==> src/hdl/ihf_pkg.sv <==
// ihf_pkg: types, constants and helpers for the ipv4 header filter
// no dependencies; imported by the result interface and every module of the block
package ihf_pkg;

  localparam int ADDR_OCTETS = 4;
  localparam int POS_W       = 5;
  localparam int CFG_ADDR_W  = 3;

  localparam logic [POS_W-1:0] POS_VERSION = 5'd0;
  localparam logic [POS_W-1:0] POS_FRAG_HI = 5'd6;
  localparam logic [POS_W-1:0] POS_FRAG_LO = 5'd7;
  localparam logic [POS_W-1:0] POS_PROTO   = 5'd9;
  localparam logic [POS_W-1:0] POS_SRC     = 5'd12;
  localparam logic [POS_W-1:0] POS_DST     = POS_SRC + 5'(ADDR_OCTETS);
  localparam logic [POS_W-1:0] POS_SRC_END = POS_DST - 5'd1;
  localparam logic [POS_W-1:0] POS_LAST    = POS_DST + 5'(ADDR_OCTETS) - 5'd1;

  localparam logic [3:0] IPV4_VERSION = 4'h4;
  localparam logic [7:0] PROTO_TCP    = 8'h06;
  localparam logic [7:0] PROTO_UDP    = 8'h11;

  // register indexes on the configuration port
  localparam logic REG_SOURCE_FILTER = 1'b0;
  localparam logic REG_DEST_FILTER   = 1'b1;

  typedef enum logic [2:0] {
    ERR_NONE      = 3'd0,
    ERR_VERSION   = 3'd1,
    ERR_FRAGMENT  = 3'd2,
    ERR_PROTOCOL  = 3'd3,
    ERR_SRC_MISS  = 3'd4,
    ERR_DST_MISS  = 3'd5
  } ihf_err_t;

  typedef struct packed {
    logic       accepted;
    logic [2:0] error_code;
    logic [5:0] header_length;
    logic [7:0] protocol_number;
  } ihf_result_t;

  typedef struct packed {
    logic        valid;
    ihf_result_t res;
  } ihf_push_t;

  // octet k of a filter word, first octet in the top byte
  function automatic logic [7:0] filter_octet(input logic [31:0] filt, input logic [1:0] k);
    logic [1:0] sel;
    sel = 2'(ADDR_OCTETS - 1) - k;
    return filt[8*sel +: 8];
  endfunction

endpackage

==> src/hdl/ihf_cfg.sv <==
// ihf_cfg: apb-style register file holding the source and destination filters
// depends on ihf_pkg for register indexes and address width
module ihf_cfg
  import ihf_pkg::*;
(
  input  logic                  clk,
  input  logic                  rst,
  input  logic                  psel,
  input  logic                  penable,
  input  logic                  pwrite,
  input  logic [CFG_ADDR_W-1:0] paddr,
  input  logic [31:0]           pwdata,
  output logic [31:0]           prdata,
  output logic                  pready,
  output logic [31:0]           source_filter,
  output logic [31:0]           dest_filter
);

  logic wr_en;
  logic reg_idx;

  assign pready  = 1'b1;
  assign reg_idx = paddr[2];
  assign wr_en   = psel && penable && pwrite;

  always_ff @(posedge clk) begin
    if (rst) begin
      source_filter <= '0;
      dest_filter   <= '0;
    end else if (wr_en) begin
      case (reg_idx)
        REG_SOURCE_FILTER: source_filter <= pwdata;
        REG_DEST_FILTER:   dest_filter   <= pwdata;
        default:           source_filter <= source_filter;
      endcase
    end
  end

  always_comb begin
    case (reg_idx)
      REG_SOURCE_FILTER: prdata = source_filter;
      REG_DEST_FILTER:   prdata = dest_filter;
      default:           prdata = '0;
    endcase
  end

endmodule

==> config.mk <==
export PLATFORM = sky130hd
export DESIGN_NAME = ihf_cfg
export DESIGN_NICKNAME = d
export VERILOG_FILES = /design/src/hdl/ihf_pkg.sv /design/src/hdl/ihf_cfg.sv
export SDC_FILE = /design/constraint.sdc
export NUM_CORES = 1
export LEC_CHECK = 0
export BUFFER_PORTS_ARGS = -buffer_cell sky130_fd_sc_hd__buf_2
export CORE_MARGIN = 1.5
export CORE_UTILIZATION = 35
export CTS_CLUSTER_DIAMETER = 100
export CTS_CLUSTER_SIZE = 20
export DETAILED_ROUTE_END_ITERATION = 8
export GPL_ROUTABILITY_DRIVEN = 0
export PLACE_DENSITY = 0.65
export SYNTH_ARGS = -nofsm -noshare
export SYNTH_HDL_FRONTEND = slang
export SYNTH_SLANG_ARGS = --single-unit
==> constraint.sdc <==
create_clock -name clk -period 1.4 [get_ports clk]
set_input_delay 0.07 -clock clk [delete_from_list [all_inputs] [get_ports clk]]
set_output_delay 0.07 -clock clk [all_outputs]
set_load 0.01 [all_outputs]
==> Word level (Yosys, flattened, before mapping) <==
Index checks and enable logic that the tools add are counted.
Widths: inputs -> output; s select.
{ "classes": {"mux": 1, "n_bitwise": 1, "reduce_logical": 4} }
{ "op_table": {"columns": ["operator", "n"], "rows": [
  ["$pmux 32 s2", 1],
  ["$reduce_and 2->1", 2],
  ["$logic_and 1x1->1", 2],
  ["$not 1->1", 1]
]} }
{ "totals": {"regBits": 64, "input_bits": 40, "out_inout_bits": 97, "elab_cells": 8} }

==> Logic depth before layout (Yosys ltp) <==
{ "logic_depth": {"depth_word": 3, "ltp_mapped": 5, "depth_no_buf": 2} }

==> Least setup slack after synthesis <==
OpenSTA, ideal clock, no wires.
{ "synth_timing": {"path_kind": "input port to flip-flop", "startpoint": "input port paddr[2]", "endpoint": "register source_filter[10]", "setup_ns": 0.072, "arrival_ns": 0.873, "required_time_ns": 1.328, "setup_slack_ns": 0.455, "stages": 5, "n_path_buf": 3, "cell_sequence": "buf_6 and4b_1 buf_6 buf_12 mux2i_1"} }
{ "synth_between": {"elab_chain_cells": 2} }
{ "synth_lines": {"columns": ["element", "line_no", "rtl"], "rows": [
  ["start: declaration", "ihf_cfg.sv:11", "input logic [CFG_ADDR_W-1:0] paddr,"],
  ["$not 1->1 (no source line)", null, null],
  ["$reduce_and 2->1 (no source line)", null, null],
  ["end signal: assignment", "ihf_cfg.sv:32", "REG_SOURCE_FILTER: source_filter <= pwdata;"],
  ["end signal: assignment", "ihf_cfg.sv:34", "default: source_filter <= source_filter;"],
  ["end: declaration", "ihf_cfg.sv:15", "output logic [31:0] source_filter,"]
]} }
Every way passes these cells.
A chain may end at the register's enable or synchronous reset.

==> Worst setup path in the final report <==
{ "layout_timing": {"startpoint": "register source_filter[22]", "endpoint": "output port prdata[22]"} }
{ "layout_between": {"elab_chain_cells": 1} }
{ "layout_lines": {"columns": ["element", "line_no", "rtl"], "rows": [
  ["$pmux 32 s2", "ihf_cfg.sv:40", "case (reg_idx)"],
  ["end: declaration", "ihf_cfg.sv:13", "output logic [31:0] prdata,"]
]} }
Every way passes these cells.

==> qor.yml <==
status: "complete, no violations"
wl_per_cell_um: 12.91
ys_top_cells_by_area: "dfxtp_1 (42%), mux2i_1 (21%), nand2b_1 (20%)"
placed_cell_area_um2: 3806
initial_core_util_pct: 35.63
layout_setup_ws_ps: 268.2
coreArea_um2: 8636
crit_type: "reg2out"
finalPower_mw: 3.780
post-route-min-period_ps: 1132
min_period_over_period_pct: 80.84
rsz0062_at_grt: "no"
io_buffers: 133
final_cells: 525
htree_levels: 3
switchingPower_mw: 0.9269
fin_area_um2: 3999
hp-class: "in2reg"
finalClockSkew_ps: 0
rows: 34
synth.yosys.seq_area_share_pct: 41.64
ys_warn_count: 0
grt_first_pass_wirelength_um: 11050
cap_violations: 0
hpwl_um: 4814
firstDrtPassIters: 4
synth_cells: 283
drc: 0
clock_path_buffers: 2
fillers: 890
first_iter_violations: 43
cts_resized: 0
cts_sinks: 64
hold_violations: 0
wl_um: 6780
power_frac_seq_pct: 50.0
grt_overflow: 0
pre_cts_ws_ps: 261.2
vdd_ir_drop_max_mv: 0.4113
antenna_cells: 0
postRouteAntennaNets: 0
via_count: 2420
critical_path.cell_chain: "mux2_2 -> buf_2"
cts_tree: "yes"
p_int_mw: 2.854
clockPowerShare_pct: 39.5
antenna_found_initial: 0
yosysTopAreaCell: "dfxtp_1"
clkTransAtPathRegs_ps: 70
drive_gt1_share_pct: 45.56
post_cts_buffers: 0
cts_hold_buf: 0
crit_buf_inv: 1
critical-path-top-delay-family: "flip-flops"
clock_latency_ps: 320
critPathMaxStageDelay_ps: 340
tns_ps: 0
area_growth_pct: 29.97
synth_top_area_share_pct: 41.64
utilization_pct: 46.31
synth_nets: 323
synth_cell_types: 15
end_kind: "output port"
avgSynthCellArea_um2: 10.87
track_usage_pct: 14.50
die_h_um: 96.76
cp_max_fo: 3
critPathArrivalTime_ps: 1060
required_ps: 1330
combPwrFrac_pct: 10.5
crit_path_start_kind: "flip-flop"
drt-vias-per-instance: 4.610
grt_max_degree: 97
setup_viol: 0
cts_buffers: 9
dieArea_um2: 9363
power_leakage_nw: 2.060
synth.cell_area_um2: 3077
grt_pass1_vias: 2332
switching_share_pct: 24.52
ys_ff_latch: 64
cts-root-buf: "clkbuf_8"
drv_slew: 0
hold_ws_ps: 18.63
pin_count: 137
powerDensity_nw_per_um2: 945.4
place_inst: 509
max_freq_ghz: 0.8836
die_x_um: 96.76
final_nets: 452
cpMaxStageDelayCell: "dfxtp_1"
cells in the final DEF, fill, tap and decap left out, drive strengths merged:
cell | Yosys | final
clkinv | 0 | 1
buf | 11 | 140
clkbuf | 11 | 12
dfxtp | 64 | 64
and4 | 1 | 1
nand4 | 1 | 1
nand4b | 1 | 1
mux2i | 64 | 64
clkinvlp | 0 | 3
nand2b | 96 | 96
mux2 | 32 | 32
and4b | 1 | 1
conb | 1 | 1
power groups by stage:
stage,Clock [mW],Combinational [mW],Sequential (mW)
after floorplan,0,0.238,1.95
after global placement,0,0.397,1.93
after detailed placement,0,0.403,1.93
after CTS,1.55,0.404,1.89
after global routing,1.65,0.433,1.90
final,1.49,0.397,1.89
flip-flops by register name, indices dropped and copies added (netlist names):
name	count
source_filter	32
dest_filter	32
routing by layer:
metal  GRT usage, %  part of all wire, %  routed length, um  up-vias
met5              0                    0                  0        -
met4          5.909                  2.0                133        0
met3          4.552                  6.1                411       10
met2          23.40                   47               3202       77
met1          17.92                   45               3032     1130
li1               -                    -                  -     1203
layout make-up:
class | count | area, um2 | area share [%]
multi-input combinational | 197 | 1647 | 41.18
clock buffer | 12 | 165.2 | 4.130
timing repair buffer | 140 | 743.2 | 18.59
clock inverter | 4 | 27.53 | 0.6884
sequential | 64 | 1281 | 32.04
tap | 108 | 135.1 | 3.379
final timing paths:
| kind | startpoint | to | slack, ps | cells past startpoint |
|---|---|---|---|---|
| worst min-delay path | pwdata[9] | dest_filter[9] | 20 | 3 |
| worst min register to register | source_filter[6] | source_filter[6] | 480 | 2 |
| worst max-delay path | source_filter[22] | prdata[22] | 270 | 2 |
| worst max register to register | source_filter[29] | source_filter[29] | 760 | 2 |
cell families (layout without fill, tap and decap cells):
family,Yosys count,count (layout),share of synthesized area [%]
buffers and inverters,22,156,4.880
DFF,64,64,41.64
muxes,96,96,32.53
other,1,1,0.1219
and+or+nand+nor,100,100,20.82
synth_stat cells, drive strengths merged:
library cell and number:
nand2b 96, clkbuf 11, nand4 1, mux2i 64, buf 11, dfxtp 64, and4b 1, nand4b 1
and4 1, conb 1, mux2 32
worst register-to-register path, delay by kind of cell, from the launching register on:
family           cells  cell delay, ps
and+or+nand+nor      1              70
muxes                1             140
DFF                  1             360
No activity file was read; power rests on OpenSTA's default activity.
