<file path="config.mk">
export PLATFORM = sky130hd
export DESIGN_NAME = ihf_res_fifo
export DESIGN_NICKNAME = d
export VERILOG_FILES = /design/src/hdl/ihf_pkg.sv /design/src/hdl/ihf_res_fifo.sv
export SDC_FILE = /design/constraint.sdc
export NUM_CORES = 1
export LEC_CHECK = 0
export BUFFER_PORTS_ARGS = -buffer_cell sky130_fd_sc_hd__buf_2
export CORE_MARGIN = 2
export CORE_UTILIZATION = 53
export CTS_BUF_LIST = sky130_fd_sc_hd__clkbuf_2 sky130_fd_sc_hd__clkbuf_4 sky130_fd_sc_hd__clkbuf_8
export DETAILED_ROUTE_END_ITERATION = 8
export HOLD_SLACK_MARGIN = 0.02
export PLACE_DENSITY = 0.81
export SETUP_SLACK_MARGIN = 0.15
export SLEW_MARGIN = 0
export SYNTH_ARGS = -nofsm -noshare
export SYNTH_HDL_FRONTEND = slang
export SYNTH_SLANG_ARGS = --single-unit
export TNS_END_PERCENT = 30
</file>
<file path="constraint.sdc">
create_clock -name clk -period 2.1 [get_ports clk]
set_input_delay 0.42 -clock clk [delete_from_list [all_inputs] [get_ports clk]]
set_output_delay 0.42 -clock clk [all_outputs]
set_load 0.01 [all_outputs]
</file>
<file path="src/hdl/ihf_pkg.sv">
// ihf_pkg: types, constants and helpers for the ipv4 header filter
// no dependencies; imported by the result interface and every module of the block
package ihf_pkg;

  localparam int ADDR_OCTETS = 4;
  localparam int POS_W       = 5;
  localparam int CFG_ADDR_W  = 3;

  localparam logic [POS_W-1:0] POS_VERSION = 5'd0;
  localparam logic [POS_W-1:0] POS_FRAG_HI = 5'd6;
  localparam logic [POS_W-1:0] POS_FRAG_LO = 5'd7;
  localparam logic [POS_W-1:0] POS_PROTO   = 5'd9;
  localparam logic [POS_W-1:0] POS_SRC     = 5'd12;
  localparam logic [POS_W-1:0] POS_DST     = POS_SRC + 5'(ADDR_OCTETS);
  localparam logic [POS_W-1:0] POS_SRC_END = POS_DST - 5'd1;
  localparam logic [POS_W-1:0] POS_LAST    = POS_DST + 5'(ADDR_OCTETS) - 5'd1;

  localparam logic [3:0] IPV4_VERSION = 4'h4;
  localparam logic [7:0] PROTO_TCP    = 8'h06;
  localparam logic [7:0] PROTO_UDP    = 8'h11;

  // register indexes on the configuration port
  localparam logic REG_SOURCE_FILTER = 1'b0;
  localparam logic REG_DEST_FILTER   = 1'b1;

  typedef enum logic [2:0] {
    ERR_NONE      = 3'd0,
    ERR_VERSION   = 3'd1,
    ERR_FRAGMENT  = 3'd2,
    ERR_PROTOCOL  = 3'd3,
    ERR_SRC_MISS  = 3'd4,
    ERR_DST_MISS  = 3'd5
  } ihf_err_t;

  typedef struct packed {
    logic       accepted;
    logic [2:0] error_code;
    logic [5:0] header_length;
    logic [7:0] protocol_number;
  } ihf_result_t;

  typedef struct packed {
    logic        valid;
    ihf_result_t res;
  } ihf_push_t;

  // octet k of a filter word, first octet in the top byte
  function automatic logic [7:0] filter_octet(input logic [31:0] filt, input logic [1:0] k);
    logic [1:0] sel;
    sel = 2'(ADDR_OCTETS - 1) - k;
    return filt[8*sel +: 8];
  endfunction

endpackage

</file>
<file path="src/hdl/ihf_res_fifo.sv">
// ihf_res_fifo: two-entry result queue that decouples the parser from the sink
// depends on ihf_pkg for the result and push structs
module ihf_res_fifo
  import ihf_pkg::*;
(
  input  logic        clk,
  input  logic        rst,
  input  ihf_push_t   push,
  output logic        room,
  output logic        out_valid,
  input  logic        out_ready,
  output ihf_result_t out_res
);

  ihf_result_t entries [2];
  logic        wr_ptr;
  logic        rd_ptr;
  logic [1:0]  count;
  logic        pop;

  assign room      = (count < 2'd2);
  assign out_valid = (count != 2'd0);
  assign pop       = out_valid && out_ready;
  assign out_res   = entries[rd_ptr];

  always_ff @(posedge clk) begin
    if (push.valid) begin
      entries[wr_ptr] <= push.res;
    end
  end

  always_ff @(posedge clk) begin
    if (rst) begin
      wr_ptr <= 1'b0;
      rd_ptr <= 1'b0;
      count  <= 2'd0;
    end else begin
      if (push.valid) begin
        wr_ptr <= ~wr_ptr;
      end
      if (pop) begin
        rd_ptr <= ~rd_ptr;
      end
      case ({push.valid, pop})
        2'b10:   count <= count + 2'd1;
        2'b01:   count <= count - 2'd1;
        default: count <= count;
      endcase
    end
  end

endmodule

</file>
== Word level (Yosys, flattened, before mapping) ==
Memories as Yosys holds them, arrays and structs flattened. A register that Yosys moved wholly into a read port is not among the register bits.
Index checks and enable logic that the tools add are counted.

* $add $sub $neg: 2
* $mul: 0
* Div/mod/pow operators: 0
* $lt $le $gt $ge: 1
* Eq/ne operators: 2
* Shift operators: 0
* Muxes and demuxes: 5
* Bitwise gates (word level): 2
* Reductions and logical operators: 3

{| class="wikitable"
|+ Operator list
! cell !! count
|-
| $mux W1 || 4
|-
| $pmux W2 S2 || 1
|-
| $reduce_bool A2 Y1 || 2
|-
| $add A2 B1 Y2 const B || 1
|-
| $eq A2 B1 Y1 const B || 1
|-
| $eq A2 B2 Y1 const B || 1
|-
| $lt A2 B2 Y1 const B || 1
|-
| $not A1 Y1 || 2
|-
| $sub A2 B1 Y2 const B || 1
|-
| $logic_and A1 B1 Y1 || 1
|}

* Flip-flop bits (word level): 4
* Bits in latches: 0
* Bits in writable memories: 36
* ROM bits: 0
* Bits of input ports: 22
* Output and inout port bits: 20
* Word-level logic and storage cells: 19
* Memories: 1

{| class="wikitable"
|+ Memories
! name !! depth !! bits a word !! read ports !! clocked after memory_dff !! write ports !! RTL line !! source
|-
| entries || 2 || 18 || 1 || 1 || 1 || ihf_res_fifo.sv:15 || <nowiki>ihf_result_t entries [2];</nowiki>
|}

== Logic depth before layout (Yosys ltp) ==
* Depth in word-level cells: 4
* Mapped depth: 5
* Mapped depth without buffers: 5

== Worst setup path after synthesis ==
Ideal clock, no wire load.

* Path type: input-to-reg
* From: input push[18] (netlist name)
* To: memory entries[0][0] (netlist name) (enable)
* Setup time: 0.393 ns
* Arrival: 1.239 ns
* Data required time: 1.707 ns
* Path slack: 0.468 ns
* Cell stages on the path: 2
* Buffers on the path: 0
* Cell sequence: inv_1 nor2_1

* Longest elaborated chain between the ends: 2

{| class="wikitable"
|+ Ends and longest elaborated chain
! what !! RTL line !! source
|-
| start: declaration || ihf_res_fifo.sv:8 || <nowiki>input ihf_push_t push,</nowiki>
|-
| $mux W1 || ihf_res_fifo.sv:27 || <nowiki>if (push.valid) begin</nowiki>
|-
| $mux W1 (not written as such) || ihf_res_fifo.sv:28 || <nowiki>entries[wr_ptr] <= push.res;</nowiki>
|-
| end: declaration || ihf_res_fifo.sv:15 ||
|}

No other way between the ends.

==> results.cfg <==
[status]
status = complete, no violations

[floorplan]
ios = 42
die_w_um = 57.3
placementRows = 19
dieArea_mm2 = 0.00329
initial_core_util_pct = 55.1
core_area_mm2 = 0.00273
fp.dieH_um = 57.3

[sta]
tightestPinTransition_ps = 421
slew_headroom_pct = 71.9
tns_ps = 0
drv_slew = 0
rsz0062_at_grt = no
hold_viol = 0
holdWs_ps = 257
finalCritPeriodShare_pct = 85.0
fin_skew_ps = 6.92
clock.fmax_mhz = 560
finalCriticalPeriod_ps = 1780
setup_viol = 0

[pwr]
p_per_area_mw_per_mm2 = 1090
irDropWorstVdd_mv = 0.856
fin_total_pwr_mw = 2.03
p_leak_nw = 0.723

[synthesis]
synth-seq-cells = 41
syn_nets = 102
ys_top_cells_by_area = edfxtp_1 72%, mux2_2 13%, dfxtp_1 6.6%, xnor2_1 1.7%, nor2_1 1.2%
synth_top_cell_by_area = edfxtp_1
synth_warnings = 0
synth_cells = 79
synth_area_mm2 = 0.00151
ys_seq_area_share_pct = 78.4
yosys.area.top_type_share_pct = 71.8
synth.avg_cell_area_um2 = 19.1
ys_types = 16

[global_routing]
antenna_found_initial = 0
grt_pass1_vias = 838
grt.total_usage_pct = 15.2
grt_pass1_wl_um = 3620
grt_max_degree = 14
overflow = 0

[layout]
antenna_cells = 0
multi_input_comb_area_um2 = 308
syn2layout_area_growth_pct = 23.9
fillers = 197
fin_nets = 153
drive_gt1_share_pct = 56.5
fin_area_mm2 = 0.00187
ff_latch_area_mm2 = 0.00118

[clock_tree]
cts_hold_buffers = 0
tritoncts = done
clock-root-buffer = clkbuf_4
clkSlewWorstSetupHoldPaths_ps = 110
post_cts_buffers = 0
cts-buffers-inserted = 5
cts_resized = 0
cts_sinks = 41
h-tree-depth = 2
cts_buffer_depth = 2
clkLatencyLatePin_ps = 340

[worst_setup_path]
path_max_fanout = 9
path_cells = buf_4 -> mux2_2 -> buf_2
cpPeakStageDelay_ps = 350
cp-end-kind = primary output
crit_type = reg2out
cp_slowest_cell = dfxtp_1
startpoint_type = register
crit_arrival_ps = 1360
crit_required_ps = 1680

[place]
dpl-instance-area_mm2 = 0.00178
gp_congestion = 0.639
place.port_buffers = 41
hpwl_um = 1640

[detailed_routing]
wl_um = 2350
viasPerCell = 5.06
vias = 820
wl_per_cell_um = 14.5
drtIter0Drc = 14
route.detailed.drc = 0
drtPass1Iterations = 4
route.antenna.remaining_nets = 0

[min_path]
hold_path.class = in2reg

[flow_run]
max_cap_violations = 0
-- layout by cell type, fill, tap and decap left out, drive strengths merged --
master / netlist / routed
a21oi: 1 / 1
and2: 1 / 1
buf: 2 / 46
bufinv: 0 / 1
clkbuf: 0 / 6
clkinvlp: 0 / 1
dfxtp: 5 / 5
edfxtp: 36 / 36
ha: 1 / 1
inv: 2 / 2
mux2: 18 / 18
nor2: 5 / 5
o21a: 1 / 1
o21ai: 1 / 1
or2: 1 / 1
or3: 1 / 1
xnor2: 3 / 3
xor2: 1 / 1
-- through the flow --
step	util (%)	worst slack [ps]	instances
4_1_cts	68.3	290	162
3_3_place_gp	65.0	625	154
3_5_place_dp	65.0	554	154
2_1_floorplan	-	468	79
5_1_grt	68.3	258	162
6_report	68.3	316	162
-- sequential cells by signal, indices dropped and copies added (netlist names), named ones only --
register and cells:
entries 36, count 2, rd_ptr 1, wr_ptr 1
-- Yosys cell counts --
cell type	instances
nor2_1	5
xor2_1	1
ha_1	1
mux2_2	18
and2_1	1
dfxtp_1	5
o21ai_0	1
or3_1	1
inv_1	2
edfxtp_1	36
or2_2	1
buf_4	1
a21oi_1	1
buf_2	1
xnor2_1	3
o21a_1	1
-- cell type report --
cell class | instances | area share (%)
Sequential cell | 41 | 63.3
Clock buffer | 6 | 2.75
Tap cell | 31 | 2.08
Clock inverter | 2 | 2.01
Inverter | 2 | 0.402
Timing Repair Buffer | 46 | 13.0
Multi-Input combinational cell | 34 | 16.5
-- cells by family (layout without fill, tap and decap cells) --
group | after synthesis | in the layout | share of synthesized area [%]
fa+ha+maj | 1 | 1 | 0.830
mux | 18 | 18 | 13.5
compound gates | 3 | 3 | 1.16
xor+xnor | 4 | 4 | 2.33
flops | 41 | 41 | 78.4
buf+inv | 4 | 56 | 1.33
simple gates | 8 | 8 | 2.49
-- worst paths after layout --
check	start	to	slack [ps]	cells past startpoint
worst max-delay path	register	out_res[1]	320	3
worst min-delay path	push[7]	entries[0][7]	260	1
worst max register to register	count[0]	count[1]	620	4
worst min register to register	rd_ptr	register	530	2
-- routing by layer --
layer,GRT usage (%),vias to the layer above,wire length [um]
li1,-,401,-
met1,17.0,384,962
met2,25.0,30,1170
met3,6.12,5,168
met4,7.97,0,48
met5,0,-,0
-- power breakdown --
part | total [mW] | switching [mW] | internal (mW)
clock | 0.526 | 0.243 | 0.283
sequential | 1.00 | 0.0378 | 0.967
combinational | 0.500 | 0.237 | 0.263
total | 2.03 | 0.518 | 1.51
-- critical path, delay by kind of cell, from the launching register on --
family | cells | cell delay (ps)
DFF | 1 | 350
buffers and inverters | 2 | 320
muxes | 1 | 350
Note: power is estimated with default switching activity, not from simulation.
