## src/hdl/ihf_pkg.sv

```systemverilog
// ihf_pkg: types, constants and helpers for the ipv4 header filter
// no dependencies; imported by the result interface and every module of the block
package ihf_pkg;

  localparam int ADDR_OCTETS = 4;
  localparam int POS_W       = 5;
  localparam int CFG_ADDR_W  = 3;

  localparam logic [POS_W-1:0] POS_VERSION = 5'd0;
  localparam logic [POS_W-1:0] POS_FRAG_HI = 5'd6;
  localparam logic [POS_W-1:0] POS_FRAG_LO = 5'd7;
  localparam logic [POS_W-1:0] POS_PROTO   = 5'd9;
  localparam logic [POS_W-1:0] POS_SRC     = 5'd12;
  localparam logic [POS_W-1:0] POS_DST     = POS_SRC + 5'(ADDR_OCTETS);
  localparam logic [POS_W-1:0] POS_SRC_END = POS_DST - 5'd1;
  localparam logic [POS_W-1:0] POS_LAST    = POS_DST + 5'(ADDR_OCTETS) - 5'd1;

  localparam logic [3:0] IPV4_VERSION = 4'h4;
  localparam logic [7:0] PROTO_TCP    = 8'h06;
  localparam logic [7:0] PROTO_UDP    = 8'h11;

  // register indexes on the configuration port
  localparam logic REG_SOURCE_FILTER = 1'b0;
  localparam logic REG_DEST_FILTER   = 1'b1;

  typedef enum logic [2:0] {
    ERR_NONE      = 3'd0,
    ERR_VERSION   = 3'd1,
    ERR_FRAGMENT  = 3'd2,
    ERR_PROTOCOL  = 3'd3,
    ERR_SRC_MISS  = 3'd4,
    ERR_DST_MISS  = 3'd5
  } ihf_err_t;

  typedef struct packed {
    logic       accepted;
    logic [2:0] error_code;
    logic [5:0] header_length;
    logic [7:0] protocol_number;
  } ihf_result_t;

  typedef struct packed {
    logic        valid;
    ihf_result_t res;
  } ihf_push_t;

  // octet k of a filter word, first octet in the top byte
  function automatic logic [7:0] filter_octet(input logic [31:0] filt, input logic [1:0] k);
    logic [1:0] sel;
    sel = 2'(ADDR_OCTETS - 1) - k;
    return filt[8*sel +: 8];
  endfunction

endpackage

```

## src/hdl/ihf_parse.sv

```systemverilog
// ihf_parse: input register, header parse state and per-byte checks
// depends on ihf_pkg for positions, error codes and the result push struct
module ihf_parse
  import ihf_pkg::*;
(
  input  logic        clk,
  input  logic        rst,
  input  logic        in_valid,
  output logic        in_ready,
  input  logic [7:0]  header_byte,
  input  logic        start_of_packet,
  input  logic [31:0] source_filter,
  input  logic [31:0] dest_filter,
  input  logic        room,
  output ihf_push_t   push
);

  // input register
  logic       s1_valid;
  logic [7:0] s1_byte;
  logic       s1_sop;
  logic       advance;

  // parse state
  logic [POS_W-1:0] byte_position, byte_position_next;
  logic             parse_done, parse_done_next;
  logic [3:0]       header_words, header_words_next;
  logic [7:0]       protocol_seen, protocol_seen_next;
  logic [4:0]       offset_high_bits, offset_high_bits_next;
  logic             address_mismatch, address_mismatch_next;

  // state as seen by this byte, after a start clears it
  logic [POS_W-1:0] pos;
  logic             done_eff;
  logic             mism_eff;
  logic [7:0]       oct;
  logic             miss;
  logic             emit;
  ihf_result_t      res;

  assign advance  = s1_valid && room;
  assign in_ready = !s1_valid || room;

  always_ff @(posedge clk) begin
    if (rst) begin
      s1_valid <= 1'b0;
    end else if (in_valid && in_ready) begin
      s1_valid <= 1'b1;
    end else if (advance) begin
      s1_valid <= 1'b0;
    end
  end

  always_ff @(posedge clk) begin
    if (in_valid && in_ready) begin
      s1_byte <= header_byte;
      s1_sop  <= start_of_packet;
    end
  end

  always_comb begin
    pos      = s1_sop ? POS_VERSION : byte_position;
    done_eff = s1_sop ? 1'b0 : parse_done;
    mism_eff = s1_sop ? 1'b0 : address_mismatch;

    byte_position_next    = s1_sop ? POS_VERSION : byte_position;
    parse_done_next       = done_eff;
    header_words_next     = s1_sop ? 4'd0 : header_words;
    protocol_seen_next    = s1_sop ? 8'd0 : protocol_seen;
    offset_high_bits_next = s1_sop ? 5'd0 : offset_high_bits;
    address_mismatch_next = mism_eff;

    if (pos >= POS_DST) begin
      oct = filter_octet(dest_filter, 2'(pos - POS_DST));
    end else begin
      oct = filter_octet(source_filter, 2'(pos - POS_SRC));
    end
    miss = (oct != 8'd0) && (oct != s1_byte);

    emit = 1'b0;
    res  = '{accepted: 1'b0, error_code: ERR_NONE, header_length: 6'd0,
             protocol_number: 8'd0};

    if (!done_eff) begin
      byte_position_next = pos + 5'd1;
      if (pos == POS_VERSION) begin
        if (s1_byte[7:4] != IPV4_VERSION) begin
          emit           = 1'b1;
          res.error_code = ERR_VERSION;
        end else begin
          header_words_next = s1_byte[3:0];
        end
      end else if (pos == POS_FRAG_HI) begin
        offset_high_bits_next = s1_byte[4:0];
      end else if (pos == POS_FRAG_LO) begin
        if ((offset_high_bits != 5'd0) || (s1_byte != 8'd0)) begin
          emit           = 1'b1;
          res.error_code = ERR_FRAGMENT;
        end
      end else if (pos == POS_PROTO) begin
        protocol_seen_next = s1_byte;
        if ((s1_byte != PROTO_TCP) && (s1_byte != PROTO_UDP)) begin
          emit                = 1'b1;
          res.error_code      = ERR_PROTOCOL;
          res.protocol_number = s1_byte;
        end
      end else if ((pos >= POS_SRC) && (pos <= POS_LAST)) begin
        address_mismatch_next = mism_eff | miss;
        if (pos == POS_SRC_END) begin
          if (mism_eff | miss) begin
            emit                = 1'b1;
            res.error_code      = ERR_SRC_MISS;
            res.protocol_number = protocol_seen;
          end else begin
            address_mismatch_next = 1'b0;
          end
        end else if (pos == POS_LAST) begin
          emit                = 1'b1;
          res.protocol_number = protocol_seen;
          if (mism_eff | miss) begin
            res.error_code = ERR_DST_MISS;
          end else begin
            res.accepted      = 1'b1;
            res.header_length = {header_words, 2'b00};
          end
        end
      end
      if (emit) begin
        parse_done_next = 1'b1;
      end
    end

    push.valid = advance && emit;
    push.res   = res;
  end

  always_ff @(posedge clk) begin
    if (rst) begin
      byte_position    <= POS_VERSION;
      parse_done       <= 1'b1;
      header_words     <= 4'd0;
      protocol_seen    <= 8'd0;
      offset_high_bits <= 5'd0;
      address_mismatch <= 1'b0;
    end else if (advance) begin
      byte_position    <= byte_position_next;
      parse_done       <= parse_done_next;
      header_words     <= header_words_next;
      protocol_seen    <= protocol_seen_next;
      offset_high_bits <= offset_high_bits_next;
      address_mismatch <= address_mismatch_next;
    end
  end

endmodule

```

## config.mk

```make
export PLATFORM = sky130hd
export DESIGN_NAME = ihf_parse
export DESIGN_NICKNAME = d
export VERILOG_FILES = /design/src/hdl/ihf_pkg.sv /design/src/hdl/ihf_parse.sv
export SDC_FILE = /design/constraint.sdc
export NUM_CORES = 1
export LEC_CHECK = 0
export BUFFER_PORTS_ARGS = -buffer_cell sky130_fd_sc_hd__buf_2
export CORE_MARGIN = 2
export CORE_UTILIZATION = 53
export DETAILED_ROUTE_END_ITERATION = 10
export GPL_TIMING_DRIVEN = 0
export HOLD_SLACK_MARGIN = 0.15
export PLACE_DENSITY = 0.84
export SYNTH_ARGS = -nofsm -noshare
export SYNTH_HDL_FRONTEND = slang
export SYNTH_SLANG_ARGS = --single-unit
```

## constraint.sdc

```tcl
create_clock -name clk -period 7.35 [get_ports clk]
set_input_delay 0.735 -clock clk [delete_from_list [all_inputs] [get_ports clk]]
set_output_delay 0.735 -clock clk [all_outputs]
set_load 0.03 [all_outputs]
```

After elaboration in Yosys (flattened, before gate mapping)
Index checks and enable logic that the tools add are counted.
{ "op_classes": {"mux": 70, "bitwise": 1, "reduce_logical": 14, "shifts": 2, "order_cmp": 3, "addsub": 5, "n_eq_ne": 9} }
{ "op_table": {"columns": ["operator", "n"], "rows": [
  ["2-to-1 mux 8 bit", 11],
  ["2-to-1 mux 18 bit", 4],
  ["variable part select 32 x 6 -> 8 bit", 2],
  ["2-to-1 mux 1 bit", 32],
  ["2-to-1 mux 5 bit", 6],
  ["2-to-1 mux 14 bit", 2],
  ["2-to-1 mux 3 bit", 6],
  ["2-to-1 mux 6 bit", 3],
  ["2-to-1 mux 4 bit", 4],
  ["nonzero test 8 bit", 2],
  ["equality test 5 x 3 -> 1 bit (second input constant)", 2],
  ["equality test 5 x 4 -> 1 bit (second input constant)", 2],
  ["inequality test 8 x 3 -> 1 bit (second input constant)", 1],
  ["inequality test 8 x 5 -> 1 bit (second input constant)", 1],
  ["inequality test 8 bit", 1],
  ["logical AND 1 bit", 6],
  ["adder 5 x 1 -> 5 bit (second input constant)", 1],
  ["equality test 5 bit (second input constant)", 1],
  ["greater-or-equal comparator 5 x 4 -> 1 bit (second input constant)", 1],
  ["greater-or-equal comparator 5 bit (second input constant)", 1],
  ["<= comparator 5 bit (second input constant)", 1],
  ["zero test 5 bit", 1],
  ["nonzero test 5 bit", 1],
  ["2-to-1 mux 2 bit", 2],
  ["other kinds (7)", 10]
]} }
{ "word_totals": {"input_bits": 77, "wordCells": 113, "ff_bits": 34} }

Depth between registers and ports, before layout
{ "logic_depth": {"ltp_word": 18, "ltp_mapped": 13} }

Worst setup path after synthesis
No wires, ideal clock.
{ "synth_path": {"kind": "flip-flop to output port", "from": "reg byte_position[0]", "to": "out push[3] in the netlist's numbering", "path_stages_with_launch": 13, "required_ns": 6.615, "slack_ns": 3.419, "arrival_ns": 3.196, "path_buffers": 4, "cell_sequence": "dfxtp_1 clkbuf_1 clkbuf_1 nor2b_1 ha_1 clkbuf_1 and3_1 ha_1 a31oi_1 nor2_1 clkbuf_1 nand2_1 o21ai_0"} }
{ "synth_rtl": {"columns": ["element", "line_no", "rtl"], "rows": [
  ["start: declaration", "ihf_parse.sv:25", "logic [POS_W-1:0] byte_position, byte_position_next;"],
  ["start signal: assignment", "ihf_parse.sv:146", "byte_position <= byte_position_next;"],
  ["end: declaration", "ihf_parse.sv:15", "output ihf_push_t push"]
]} }

==> metrics.md <==
| Metric | Value |
|---|---|
| Flops & latches, synth | `34` |
| Power density cells | `126 nW/um^2` |
| Synth top cells by count | `40 x nor2_1, 25 x dfxtp_1, 19 x a22oi_1, 19 x clkbuf_1, 17 x nand2_1` |
| Crit. End Element | `primary output` |
| Buffers & Inverters on Critical Path | `5` |
| Worst EP required | `6.61 ns` |
| Detailed Route Iter0 Violations | `310` |
| Ports | `97` |
| Die area | `5820 sq um` |
| Final Hold Viols | `0` |
| Leakage | `1.37 nW` |
| VDD IR max | `110 uV` |
| Mapped Area | `2770 sq um` |
| Most numerous cell in the Yosys netlist | `nor2_1` |
| Synthesized area per cell | `8.15 sq um` |
| Via Count | `3184` |
| HPWL after DPL | `6400 um` |
| P&R area growth vs syn | `23.3%` |
| Crit Path Max Fanout | `10` |
| Critical Path AT | `3.99 ns` |
| Cells on Worst Hold Path | `2` |
| Post-CTS setup buffers | `0` |
| Routed len/inst | `16.8 um` |
| Final setup vio count | `0` |
| RR Endpoint | `parse_done` |
| Critical path depth | `13` |
| Nets | `524` |
| Cells after Synth | `340` |
| Max frequency | `0.212 GHz` |
| Hold worst-path end | `offset_high_bits[4]` |
| Fin Clk Skew | `0.00824 ns` |
| R2R setup slack | `3.95 ns` |
| Fraction of registers with async set/reset | `0%` |
| DR vias/cell | `6.21` |
| Starting Density | `54.6%` |
| Resized cells post-CTS | `0` |
| Setup TNS | `0 ns` |
| Horiz. Die Dim | `76.3 um` |
| Via count of the first global-routing pass | `3034` |
| Global-route wire length before repair | `13900 um` |
| Final worst path period need | `4.72 ns` |
| Most frequent CP cell | `clkbuf_1` |
| Residual DRC | `0` |
| WS Path Type | `reg2out` |
| PortBufs | `94` |
| Status | `finished clean` |
| CTS max path bufs | `2` |
| Clock slew at reported path FFs | `0.08 ns` |
| Initial antenna violation count | `0` |
| Total Wirelength | `8630 um` |
| Post-synthesis sequential area ratio | `27.8%` |
| Total of max-cap violations | `0` |
| Pin count of the biggest net entering global routing | `12` |
| Synth Flop Type | `dfxtp_1` |
| Critical Path, Cell by Cell | `clkbuf_1 -> clkbuf_1 -> nor2b_1 -> ha_1 -> clkbuf_1 -> and3_1 -> ha_1 -> a31oi_1 -> nor2_1 -> clkbuf_1 -> a32oi_1 -> o21ai_0 -> buf_2` |
| RD Place Congestion | `0.946` |
| Placement row count | `26` |
| Hold_buf cts | `0` |
| RR Startpoint | `byte_position[0]` |
| Grt total ovfl | `0` |
| Unique masters post-synth | `55` |
| Slew headroom | `53.5%` |
| Fin worst setup slack | `2.63 ns` |
| CP max stage cell | `clkbuf_1` |
| CTS tree | `done` |
| Top cells by area, synth | `dfxtp_1 18%, edfxtp_1 9.8%, nor2_1 5.4%, a22oi_1 5.1%, mux4_2 4.1%` |
| Startpoint Class | `flip-flop` |
| Placeable Area | `5070 sq um` |
| Antenna fix cells | `0` |
| Post-synth top area cell | `dfxtp_1` |
| Sink Count | `34` |
| Drt pass-1 iters | `5` |
| Hold wc startpoint | `offset_high_bits[4]` |
| Yosys warns | `0` |
| Crit share post-route | `64.2%` |
| Die Y | `76.3 um` |
| Post-Place Worst Slack | `3.07 ns` |
| Clk_lat worst skew | `0.29 ns` |
| Clk root buf | `clkbuf_8` |
| Hold Crit Class | `reg2reg` |
| Htree depth | `2` |
| Least-Margin Pin Slew | `0.690 ns` |
| Share of cells above drive strength 1 | `28.4%` |
| Inserted Clock Buffers | `5` |
| Post-synth top area share | `18.1%` |
| GRT Overall Usage | `28.9%` |
| Slew Viols, Final | `0` |
| Critical Path Source | `byte_position[0]` |
| CP max stage delay | `0.42 ns` |
| EDFF count, synth | `9` |
| Antenna-violating nets left | `0` |
| RSZ-0062 raised after global routing | `false` |
| Cell family with most CP delay | `buffers and inverters` |
| R2R depth | `12` |
[cell type report]
| type | instances | area, sq um |
|---|---|---|
| plain buffers | 33 | 163 |
| fillers | 443 | 1660 |
| repair buffers | 94 | 470 |
| well taps | 70 | 87.6 |
| multi-input cells | 265 | 1810 |
| clock buffers | 5 | 68.8 |
| clock inverters | 3 | 16.3 |
| flip-flops and latches | 34 | 771 |
| inverters | 9 | 33.8 |
[where the power goes]
group | total, mW | switching, mW | internal, mW | leakage, nW
sequential | 0.201 | 0.00439 | 0.197 | 0.289
clock | 0.137 | 0.0718 | 0.0649 | 0.0416
combinational | 0.0934 | 0.0515 | 0.0419 | 1.04
total | 0.431 | 0.128 | 0.303 | 1.37
[metrics by stage]
stage	instances	util (%)	area (sq um)	hold WS [ns]	total power [mW]
2_1_floorplan	341	-	2780	0.449	0.259
3_3_place_gp	505	65.7	3330	0.465	0.294
3_5_place_dp	505	65.7	3330	0.467	0.296
4_1_cts	513	67.4	3420	0.480	0.429
5_1_grt	513	67.4	3420	0.489	0.447
6_report	513	67.4	3420	0.486	0.431
[state kept, by name, summed over array words and instances, names as in the netlist]
| register | cells |
|---|---|
| s1_sop | 1 |
| parse_done | 1 |
| address_mismatch | 1 |
| byte_position | 5 |
| offset_high_bits | 5 |
| header_words | 4 |
| protocol_seen | 8 |
| s1_byte | 8 |
| s1_valid | 1 |
[per-layer routing]
layer  wire (um)  part of all wire [%]  GRT usage, %  vias up
met1        3480                    40          37.1     1470
met2        4000                    46          47.8      208
li1            -                     -             -     1470
met3         865                    10          5.09       36
met4         280                   3.2          12.5        0
met5           0                     0             0        -
[worst max-delay path by stage]
stage              end  slack [ns]
5_1_grt        push[5]        2.32
3_3_place_gp   push[5]        3.11
2_1_floorplan  push[3]        3.42
3_5_place_dp   push[4]        3.07
4_1_cts        push[4]        2.74
6_report       push[4]        2.63
[worst min-delay path, stage by stage (launching register included)]
cell and delay (ns):
dfxtp_1 0.31, o21ai_0 0.07, a21oi_1 0.06
[cell usage in the layout, fill, tap and decap left out, drive strengths merged, types with 9 or more instances in the layout]
cell type / instances
nor4b: 13
nor2b: 11
a22oi: 19
o21ai: 14
buf: 108
o21bai: 11
nor3: 16
edfxtp: 9
a21oi: 15
dfxtp: 25
nor2: 40
inv: 9
clkbuf: 24
nand2: 17
[kinds of logic after synthesis]
group,share of synthesized area [%]
and+or+nand+nor,30.2
AOI/OAI and AO/OA,23.0
buffers and inverters,7.09
DFF,27.8
muxes,6.64
xor gates and xnor gates,2.84
adders and majority gates,2.26
other,0.135
Power figures use the tool's default switching activity.
